### src/hdl/pls_pkg.sv
// Shared types, codes and defaults for the peer link supervisor.
package pls_pkg;

  localparam int unsigned NodesDef   = 8;
  localparam int unsigned TimeW      = 32;
  localparam int unsigned IntvW      = 16;
  localparam int unsigned PeerW      = 3;
  localparam int unsigned CmdW       = 3;
  localparam int unsigned ActW       = 2;
  localparam int unsigned MaskW      = 8;
  localparam int unsigned MaxOut     = 8;
  localparam int unsigned CntW       = 3;
  localparam int unsigned CfgIdxW    = 2;
  localparam int unsigned CfgDataW   = 16;

  localparam logic [IntvW-1:0] TimeoutRst   = 16'd4500;
  localparam logic [IntvW-1:0] KeepaliveRst = 16'd2000;

  typedef enum logic [CmdW-1:0] {
    CMD_TICK  = 3'd0,
    CMD_HEARD = 3'd1,
    CMD_SENT  = 3'd2,
    CMD_WORK  = 3'd3,
    CMD_MODE  = 3'd4
  } cmd_e;

  typedef enum logic [ActW-1:0] {
    ACT_NONE     = 2'd0,
    ACT_KEEP     = 2'd1,
    ACT_KEEP_ACK = 2'd2,
    ACT_UNLINK   = 2'd3
  } action_e;

  typedef enum logic [CfgIdxW-1:0] {
    CFG_SELF      = 2'd0,
    CFG_TIMEOUT   = 2'd1,
    CFG_KEEPALIVE = 2'd2
  } cfg_idx_e;

  typedef enum logic [1:0] {
    S_IDLE,
    S_AGE,
    S_HEARD,
    S_SENT_JUDGE_PREP
  } state_e;

  // compare flags from the shared delta unit
  typedef struct packed {
    logic gt_to;
    logic lt_to;
    logic gt_ka;
  } cmp_t;

endpackage

### src/hdl/pls_delta_unit.sv
// Shared wrapping time delta with compares against timeout and keepalive.
module pls_delta_unit (
  input  logic [pls_pkg::TimeW-1:0] now_i,
  input  logic [pls_pkg::TimeW-1:0] base_i,
  input  logic [pls_pkg::IntvW-1:0] timeout_i,
  input  logic [pls_pkg::IntvW-1:0] keepalive_i,
  output pls_pkg::cmp_t             cmp_o
);
  import pls_pkg::*;

  logic [TimeW-1:0] diff;
  logic [TimeW-1:0] to_ext;
  logic [TimeW-1:0] ka_ext;

  assign diff   = now_i - base_i;
  assign to_ext = TimeW'(timeout_i);
  assign ka_ext = TimeW'(keepalive_i);

  assign cmp_o.gt_to = diff > to_ext;
  assign cmp_o.lt_to = diff < to_ext;
  assign cmp_o.gt_ka = diff > ka_ext;

endmodule

### src/hdl/peer_link_supervisor_core.sv
// Top level of the peer link supervisor: peer table, tick sequencer, result port.
//
// A command other than a tick updates the table in the cycle it is taken and
// shows its single result in the next cycle; busy_o stays low, so commands may
// follow back to back. A tick raises busy_o and visits the peers in index
// order, skipping this node. One subtract-and-compare unit is shared by all
// time checks: the tick first checks the startup age, then for each visited
// peer takes the heard delta, the sent delta and the decision in turn, and
// shows one result per visited peer. busy_o falls as the last result appears,
// and a new request may be taken in that cycle. Results are shown for one cycle
// under result_valid_o and cannot be held off. Configuration writes are
// taken whenever busy_o is low and no request is offered on start_i.
module peer_link_supervisor_core #(
  parameter int unsigned NODES = pls_pkg::NodesDef
) (
  input  logic                         clk_i,
  input  logic                         rst_ni,
  input  logic                         start_i,
  output logic                         busy_o,
  input  logic [pls_pkg::CmdW-1:0]     cmd_i,
  input  logic [pls_pkg::TimeW-1:0]    now_ms_i,
  input  logic [pls_pkg::PeerW-1:0]    peer_i,
  input  logic                         flag_value_i,
  input  logic                         main_role_i,
  input  logic                         restart_origin_i,
  input  logic                         cfg_valid_i,
  output logic                         cfg_ready_o,
  input  logic [pls_pkg::CfgIdxW-1:0]  cfg_index_i,
  input  logic [pls_pkg::CfgDataW-1:0] cfg_data_i,
  output logic                         result_valid_o,
  output logic [pls_pkg::PeerW-1:0]    peer_out_o,
  output logic [pls_pkg::ActW-1:0]     action_o,
  output logic [pls_pkg::MaskW-1:0]    linked_mask_o,
  output logic                         last_o
);
  import pls_pkg::*;

  localparam int unsigned IW = $clog2(NODES);
  localparam int unsigned CW = IW + 2;

  // configuration
  logic [PeerW-1:0] self_q;
  logic [IntvW-1:0] to_q;
  logic [IntvW-1:0] ka_q;

  // peer table and local mode
  logic [NODES-1:0] linked_q;
  logic [NODES-1:0] working_q;
  logic [TimeW-1:0] heard_q [NODES];
  logic [TimeW-1:0] sent_q  [NODES];
  logic [TimeW-1:0] origin_q;
  logic             local_work_q;
  logic             is_main_q;

  // sequencer
  state_e           state_q, state_d;
  logic [IW-1:0]    idx_q;
  logic [CntW-1:0]  cnt_q;
  logic [TimeW-1:0] now_q;
  logic             a_gt_to_q, a_lt_to_q;
  logic             h_gt_to_q, h_gt_ka_q;
  logic             s_gt_ka_q;
  logic             judge_phase_q;

  // result register
  logic             res_valid_q;
  logic [PeerW-1:0] res_peer_q;
  action_e          res_act_q;
  logic             res_last_q;

  logic             accept;
  logic             peer_ok;
  logic [CW-1:0]    peer_ext;
  logic [IW-1:0]    peer_ix;
  logic [CW-1:0]    self_ext;
  logic [CW-1:0]    cand1, cand2, nxt;
  logic             tick_last;
  logic [IW-1:0]    first_ix;
  logic [TimeW-1:0] unit_base;
  cmp_t             cmp;
  action_e          verdict;
  logic             emit_tick;

  assign accept   = start_i && !busy_o;
  assign peer_ext = CW'(peer_i);
  assign peer_ix  = IW'(peer_ext);
  assign peer_ok  = peer_ext < CW'(NODES);
  assign self_ext = CW'(self_q);
  assign first_ix = (self_ext == '0) ? IW'(1) : '0;

  // next index to visit, stepping over this node
  assign cand1     = CW'(idx_q) + CW'(1);
  assign cand2     = CW'(idx_q) + CW'(2);
  assign nxt       = (cand1 == self_ext) ? cand2 : cand1;
  assign tick_last = (cnt_q == CntW'(MaxOut - 1)) || (nxt >= CW'(NODES));

  always_comb begin
    unique case (state_q)
      S_AGE:   unit_base = origin_q;
      S_HEARD: unit_base = heard_q[idx_q];
      default: unit_base = sent_q[idx_q];
    endcase
  end

  pls_delta_unit u_delta (
    .now_i       (now_q),
    .base_i      (unit_base),
    .timeout_i   (to_q),
    .keepalive_i (ka_q),
    .cmp_o       (cmp)
  );

  // decision for the peer under idx_q, from the registered flags
  always_comb begin
    verdict = ACT_NONE;
    if (working_q[idx_q] == local_work_q) begin
      if (!local_work_q) begin
        if (linked_q[idx_q] || a_lt_to_q) begin
          if (h_gt_to_q && a_gt_to_q) begin
            verdict = ACT_UNLINK;
          end else if (s_gt_ka_q) begin
            verdict = ACT_KEEP;
          end
        end
      end else if (h_gt_to_q) begin
        verdict = ACT_UNLINK;
      end else if ((h_gt_ka_q || s_gt_ka_q) && is_main_q) begin
        verdict = ACT_KEEP_ACK;
      end
    end
  end

  // for each peer the last state first takes the sent delta, then the decision
  assign emit_tick = (state_q == S_SENT_JUDGE_PREP) && judge_phase_q;

  always_comb begin
    state_d = state_q;
    unique case (state_q)
      S_IDLE: begin
        if (accept && cmd_i == CMD_TICK) begin
          state_d = S_AGE;
        end
      end
      S_AGE:   state_d = S_HEARD;
      S_HEARD: state_d = S_SENT_JUDGE_PREP;
      S_SENT_JUDGE_PREP: begin
        if (emit_tick) begin
          state_d = tick_last ? S_IDLE : S_HEARD;
        end
      end
      default: state_d = S_IDLE;
    endcase
  end

  assign busy_o      = (state_q != S_IDLE);
  // hold writes off while a request is offered so both never land on one edge
  assign cfg_ready_o = !busy_o && !start_i;

  always_ff @(posedge clk_i or negedge rst_ni) begin
    if (!rst_ni) begin
      state_q       <= S_IDLE;
      judge_phase_q <= 1'b0;
      idx_q         <= '0;
      cnt_q         <= '0;
    end else begin
      state_q <= state_d;
      if (state_q == S_SENT_JUDGE_PREP) begin
        judge_phase_q <= !judge_phase_q;
      end else begin
        judge_phase_q <= 1'b0;
      end
      if (accept && cmd_i == CMD_TICK) begin
        idx_q <= first_ix;
        cnt_q <= '0;
      end else if (emit_tick && !tick_last) begin
        idx_q <= IW'(nxt);
        cnt_q <= cnt_q + CntW'(1);
      end
    end
  end

  // time and compare flags
  always_ff @(posedge clk_i) begin
    if (accept) begin
      now_q <= now_ms_i;
    end
    if (state_q == S_AGE) begin
      a_gt_to_q <= cmp.gt_to;
      a_lt_to_q <= cmp.lt_to;
    end
    if (state_q == S_HEARD) begin
      h_gt_to_q <= cmp.gt_to;
      h_gt_ka_q <= cmp.gt_ka;
    end
    if (state_q == S_SENT_JUDGE_PREP && !judge_phase_q) begin
      s_gt_ka_q <= cmp.gt_ka;
    end
  end

  // configuration registers
  always_ff @(posedge clk_i or negedge rst_ni) begin
    if (!rst_ni) begin
      self_q <= '0;
      to_q   <= TimeoutRst;
      ka_q   <= KeepaliveRst;
    end else if (cfg_valid_i && cfg_ready_o) begin
      case (cfg_index_i)
        CFG_SELF:      self_q <= cfg_data_i[PeerW-1:0];
        CFG_TIMEOUT:   to_q   <= cfg_data_i[IntvW-1:0];
        CFG_KEEPALIVE: ka_q   <= cfg_data_i[IntvW-1:0];
        default:       ;
      endcase
    end
  end

  // peer table and local mode
  always_ff @(posedge clk_i or negedge rst_ni) begin
    if (!rst_ni) begin
      linked_q     <= '0;
      working_q    <= '0;
      origin_q     <= '0;
      local_work_q <= 1'b0;
      is_main_q    <= 1'b1;
      for (int i = 0; i < NODES; i++) begin
        heard_q[i] <= '0;
        sent_q[i]  <= '0;
      end
    end else if (accept) begin
      unique case (cmd_i)
        CMD_HEARD: begin
          if (peer_ok) begin
            heard_q[peer_ix]  <= now_ms_i;
            linked_q[peer_ix] <= 1'b1;
          end
        end
        CMD_SENT: begin
          if (peer_ok) begin
            sent_q[peer_ix] <= now_ms_i;
          end
        end
        CMD_WORK: begin
          if (peer_ok) begin
            working_q[peer_ix] <= flag_value_i;
          end
        end
        CMD_MODE: begin
          local_work_q <= flag_value_i;
          is_main_q    <= main_role_i;
          if (restart_origin_i) begin
            origin_q <= now_ms_i;
          end
        end
        default: ;
      endcase
    end else if (emit_tick && verdict == ACT_UNLINK) begin
      linked_q[idx_q] <= 1'b0;
    end
  end

  // result register
  always_ff @(posedge clk_i or negedge rst_ni) begin
    if (!rst_ni) begin
      res_valid_q <= 1'b0;
    end else begin
      res_valid_q <= (accept && cmd_i != CMD_TICK) || emit_tick;
    end
  end

  always_ff @(posedge clk_i) begin
    if (emit_tick) begin
      res_peer_q <= PeerW'(idx_q);
      res_act_q  <= verdict;
      res_last_q <= tick_last;
    end else if (accept) begin
      res_act_q  <= ACT_NONE;
      res_last_q <= 1'b1;
      if (cmd_i == CMD_HEARD || cmd_i == CMD_SENT || cmd_i == CMD_WORK) begin
        res_peer_q <= peer_i;
      end else begin
        res_peer_q <= '0;
      end
    end
  end

  // linked flags of the first eight peers; linked_q already holds this result's update
  for (genvar g = 0; g < MaskW; g++) begin : g_mask
    if (g < NODES) begin : g_live
      assign linked_mask_o[g] = linked_q[g];
    end else begin : g_none
      assign linked_mask_o[g] = 1'b0;
    end
  end

  assign result_valid_o = res_valid_q;
  assign peer_out_o     = res_peer_q;
  assign action_o       = res_act_q;
  assign last_o         = res_last_q;

endmodule

### config.mk
export PLATFORM = sky130hd
export DESIGN_NAME = peer_link_supervisor_core
export DESIGN_NICKNAME = d
export VERILOG_FILES = /design/src/hdl/pls_pkg.sv /design/src/hdl/pls_delta_unit.sv /design/src/hdl/peer_link_supervisor_core.sv
export SDC_FILE = /design/constraint.sdc
export NUM_CORES = 1
export LEC_CHECK = 0
export ABC_AREA = 1
export BUFFER_PORTS_ARGS = -buffer_cell sky130_fd_sc_hd__buf_4
export CAP_MARGIN = 5
export CORE_AREA = 2 2 222 224
export DETAILED_ROUTE_END_ITERATION = 12
export DIE_AREA = 0 0 224 226
export PLACE_DENSITY = 0.83
export SLEW_MARGIN = 20
export SYNTH_ARGS = -nofsm -noshare
export SYNTH_HDL_FRONTEND = slang
export SYNTH_SLANG_ARGS = --single-unit
export TNS_END_PERCENT = 20
### constraint.sdc
create_clock -name clk_i -period 9.7 [get_ports clk_i]
set_input_delay 1.94 -clock clk_i [delete_from_list [all_inputs] [get_ports clk_i]]
set_output_delay 1.94 -clock clk_i [all_outputs]
set_load 0.1 [all_outputs]
Word level (Yosys, flattened, before mapping) --
Cells that the tools add are included.
Operators by class: equal/unequal tests 17, magnitude comparators 12, reduce and logical (&&, ||, !) cells 43, bitwise logic cells 5, muxes and demuxes 49, add/subtract/negate cells 4
Operator list (count):
- $bwmux W256 | 2
- $bmux W32 S3 | 2
- $mux W32 | 5
- $demux W32 S3 | 1
- $gt A32 B16 Y1 | 2
- $pmux W32 S2 | 1
- $lt A32 B16 Y1 | 1
- $mux W8 | 4
- $sub A32 B32 Y32 | 1
- $mux W2 | 11
- $mux W3 | 7
- $reduce_and A3 Y1 | 5
- $logic_and A1 B1 Y1 | 14
- $ge A4 B4 Y1 const B | 3
- $lt A3 B4 Y1 const B | 3
- $reduce_and A2 Y1 | 5
- $mux W1 | 9
- $and A8 B8 Y8 | 1
- $bwmux W8 | 1
- $eq A2 B2 Y1 const B | 4
- $not A3 Y4 | 2
- $not A8 Y8 | 1
- $or A8 B8 Y8 | 1
- $pmux W2 S4 | 1
- other kinds (23) | 43
Word-level totals: bits of input ports 63, output and inout port bits 17, register bits after elaboration 650, logic and storage cells 168

Logic depth before layout (Yosys ltp) --
depth in word-level cells 10, gate-level depth with buffers 28, gate-level depth less buffers 24

Hierarchy --
From an unflattened synthesis, not the netlist that was laid out.
Unflattened totals: cell total of the unflattened synthesis 3932, area, all modules 31939.4 sq um
By module, submodules not included:
- peer_link_supervisor_core | cells an instance 3240, sequential area each 16495.8 sq um, area each 28443.5 sq um, times used 1
- pls_delta_unit | cells an instance 692, sequential area each 0.0 sq um, area each 3495.9 sq um, times used 1

Least setup slack after synthesis --
OpenSTA, ideal clock, no wires.
kind input -> output, start input start_i, end output cfg_ready_o, setup slack 4538 ps, arrival time 3222 ps, data required time 7760 ps, stages on the path 1, buffers on the path 0, cells stage by stage nor2_1
Between the ends: cells in the longest elaborated chain, start to end 2
RTL lines:
- from (decl) | RTL line peer_link_supervisor_core.sv:18 | input logic start_i,
- $logic_not A1 Y1 | RTL line peer_link_supervisor_core.sv:157 | assign cfg_ready_o = !busy_o && !start_i;
- $logic_and A1 B1 Y1 | RTL line peer_link_supervisor_core.sv:157
- to (decl) | RTL line peer_link_supervisor_core.sv:27 | output logic cfg_ready_o,
Every way passes these cells.

==> summary.md <==
| Metric | Value |
|---|---|
| Status | finished clean |
| Commonest non-fill, non-tap cell in the layout | nand2_1 |
| Row count | between 80 and 90 |
| Post-route cell area | between 30,000 and 40,000 um^2 |
| WP buf/inv | 2 |
| Post-synthesis compound-gate area fraction | 0.1855 |
| Least-Margin Pin Slew | between 1000 and 1500 ps |
| First-pass DRT Iterations | 8 |
| Area leader, netlist | dfrtp_1 |
| Ys Warns | 0 |
| Critical path arrival | ~6100 ps |
| Post-synthesis simple-gate area fraction | 0.1967 |
| Unrepaired setup endpoints after global routing | no |
| Gr usage total | 0.3676 |
| Post-DP HPWL | about 53 mm |
| Endpoint class of the critical path | flip-flop |
| Clock Tree Buf Depth | 3 |
| Post-cts resize count | 0 |
| Clk network pwr share | 0.206 |
| Power Dens Cells | 355.5 nW/um^2 |
| Required @ worst endpoint | roughly 10,000 ps |
| Clk_lat worst skew | 610 ps |
| CTS buffer count | about 70 |
| DRC violation count after routing | 0 |
| Vias per inst | just over 6 |
| Synthesized flop and latch total | 650 |
| Layout Skew | 23.96 ps |
| Final wirelength | between 90 and 100 mm |
| P_leak | around 16 nW |
| Max_slew headroom | 0.2688 |
| H-tree depth | 3 |
| Max-slew violations | 0 |
| Area share of the largest cell type after synthesis | 0.4709 |
| Core Region | 48,340 um^2 |
| Mapped Cells | around 3.9k |
| GPL Wtd Cong | a little over 1 |
| Postcts setup bufs | 0 |
| Die height | about 230 um |
| Post-Syn Area | roughly 32,000 um^2 |
| Most frequent cells in the layout | nand2_1, o21ai_0, dfrtp_1 |
| Sw Share | 0.4480 |
| WHS | approximately 480 ps |
| Total grt overflow | 0 |
| CP Max Fanout | 75 |
| Post-synthesis adder-cell area fraction | 0.03031 |
| Drt initial violations | roughly 3.8k |
| First-pass GRT wire length | roughly 140 mm |
| Antenna Nets Post-Route | 0 |
| Clock root buffer | clkbuf_16 |
| Post-CTS Hold Buffers | 0 |
| Post-Route Setup TNS | 0 ps |
| Hold crit path type | reg2reg |
| Crit-path cells | buf_4, buf_4, o21ai_0, o22ai_1, o21ai_0, a31oi_1, o21ai_0, ha_1, nand2_1, nand2_1, a21oi_1, nand2_1, nand2_1, nand2_1, xor2_1, ha_1, nand4_1, nor3_1, or3b_2, nand2_1, nand3_1 |
| Delay-heaviest family, CP | simple AND/OR/NAND/NOR gates |
| CP Class | reg2reg |
| Startpoint types | flip-flop |
| Syn nets | roughly 4.0k |
| Mux share of post-synthesis cell area | 0.001781 |
| EDFF count, synth | 43 |
| Synth top area cells | dfrtp_1, nand2_1, o21ai_0 |
| Post-synthesis xor/xnor area fraction | 0.004986 |
| Slowest CP cell | buf_4 |
| Ports | 80 |
| Horiz. Die Dim | ~220 um |
| Reg clk slew, reported paths | approximately 60 ps |
| Initial antenna violation count | 1 |
| Comb power frac | 0.497 |
| Synth unique cells | between 50 and 60 |
| Final worst path period need | between 5000 and 6000 ps |
| Max Clock Freq | ~170 MHz |
| Power Internal | between 6 and 7 mW |
| Final hold vios | 0 |
| Combinational family with the most area after synthesis | simple AND/OR/NAND/NOR gates |
| Via count | between 20k and 30k |
| Area of placed instances | between 30,000 and 40,000 um^2 |
| Syn avg cell area | 8.171 um^2 |
| Top cell by count, worst path | nand2_1 |
| CTS tree | done |
| Post-synth ARST share | 0.9338 |
| Max-cap viol count | 0 |
| Worst VDD drop | 0.2240 mV |
| Sequential share of the synthesized area | 0.5217 |
| Largest net degree at the start of global routing | between 150 and 200 |
| Sequential power share | 0.297 |
| Wire length per cell | 20.65 um |
| Die area | 50,620 um^2 |
| Effective utilization at floorplan | 0.6541 |
| Clock sinks | 650 |
| Dominant register cell in the synthesized netlist | dfrtp_1 |
| Switch Pwr | between 5 and 6 mW |
| Final setup vio count | 0 |
| # nets final | roughly 3.9k |
| PortBufs | between 70 and 80 |
| Vias in the first global route | about 26k |
| Crit-path max cell delay | between 700 and 800 ps |
| Share of layout cells above drive strength 1 | 0.07143 |
| Synth-to-layout area growth | 8.946% |
| Fin crit share | 0.5931 |
## metrics by stage
step	instances	total power [mW]	util	setup WS, ps
detailed placement	4354	9.546	0.6687	4115
CTS	4472	12.09	0.7126	4085
global placement	4354	9.401	0.6687	4266
floorplan	3870	7.934	-	4538
global route	4472	13.07	0.7126	3538
finish	4473	12.25	0.7126	3947
## layer usage
layer	up-vias	GRT usage	part of all wire
met2	1485	0.5686	0.45
met5	-	0	0.00019
met4	2	0.1503	0.036
li1	12760	-	-
met1	13390	0.4992	0.40
met3	272	0.09329	0.11
## registers in the layout, indices dropped and copies added, names as in the netlist, 2 cells and up
register and count:
peer_out_o 3, idx_q 3, linked_mask_o 8, self_q 3
now_q 32, heard_q 256, action_o 2, to_q 16
working_q 8, sent_q 256, cnt_q 3, state_q 2
origin_q 32, ka_q 16
## logic make-up (layout without fill, tap and decap cells)
family,after synthesis,count (layout)
adder cells (fa/ha/maj),76,76
multiplexers,5,5
AO/OA/AOI/OAI,1081,1081
other,0,1
AND/OR/NAND/NOR,1571,1571
buffers and inverters,469,449
flip-flops,650,650
XOR/XNOR,18,18
## Yosys cell counts, types with 7 or more instances
library cell / instances
buf_2: 45
o21ai_1: 35
o22ai_1: 34
xor2_1: 15
buf_4: 7
inv_1: 205
a21oi_1: 131
dfstp_2: 12
nor3_1: 18
nand2_1: 1108
dfrtp_1: 595
o21ai_0: 744
buf_1: 10
o32ai_1: 24
nand4_1: 12
nand2_2: 9
a31oi_1: 41
a32o_1: 17
nor2_1: 290
ha_1: 75
a221oi_1: 33
nand3_1: 113
edfxtp_1: 43
clkbuf_1: 193
## tightest hold or removal path: stages, from the launching register on
cell and delay (ps):
dfrtp_1 330, nand2_1 50, o21ai_0 60
## power groups by stage
stage | logic, mW | clock network, mW | registers [mW]
final | 6.09 | 2.52 | 3.64
after global routing | 6.73 | 2.64 | 3.69
after CTS | 5.94 | 2.53 | 3.63
after detailed placement | 5.88 | 0 | 3.66
after global placement | 5.76 | 0 | 3.64
after floorplan | 4.24 | 0 | 3.70
## worst paths after layout
check	cells after the start	start	slack, ps	endpoint
max in group asynchronous	2	rst_ni	6920	heard_q[57]$_DFFE_PN0P_
hold reg to reg	2	heard_q[153]$_DFFE_PN0P_	480	heard_q[153]$_DFFE_PN0P_
setup / recovery	21	idx_q[0]$_DFFE_PN0P_	3950	h_gt_to_q$_DFFE_PP_
min in group asynchronous	1	rst_ni	1310	sent_q[68]$_DFFE_PN0P_
setup reg to reg	21	idx_q[0]$_DFFE_PN0P_	3950	h_gt_to_q$_DFFE_PP_
hold / removal	2	heard_q[153]$_DFFE_PN0P_	480	heard_q[153]$_DFFE_PN0P_
## layout make-up
| class | count | area (um^2) |
|---|---|---|
| inverters | 211 | 803.3 |
| fillers | 3668 | 13890 |
| repair buffers | 120 | 933.4 |
| diodes | 1 | 2.502 |
| flip-flops and latches | 650 | 16500 |
| clock inverters | 16 | 150.1 |
| clock buffers | 102 | 1972 |
| multi-input cells | 2751 | 13310 |
| well taps | 622 | 778.2 |
Power figures use the tool's default switching activity.
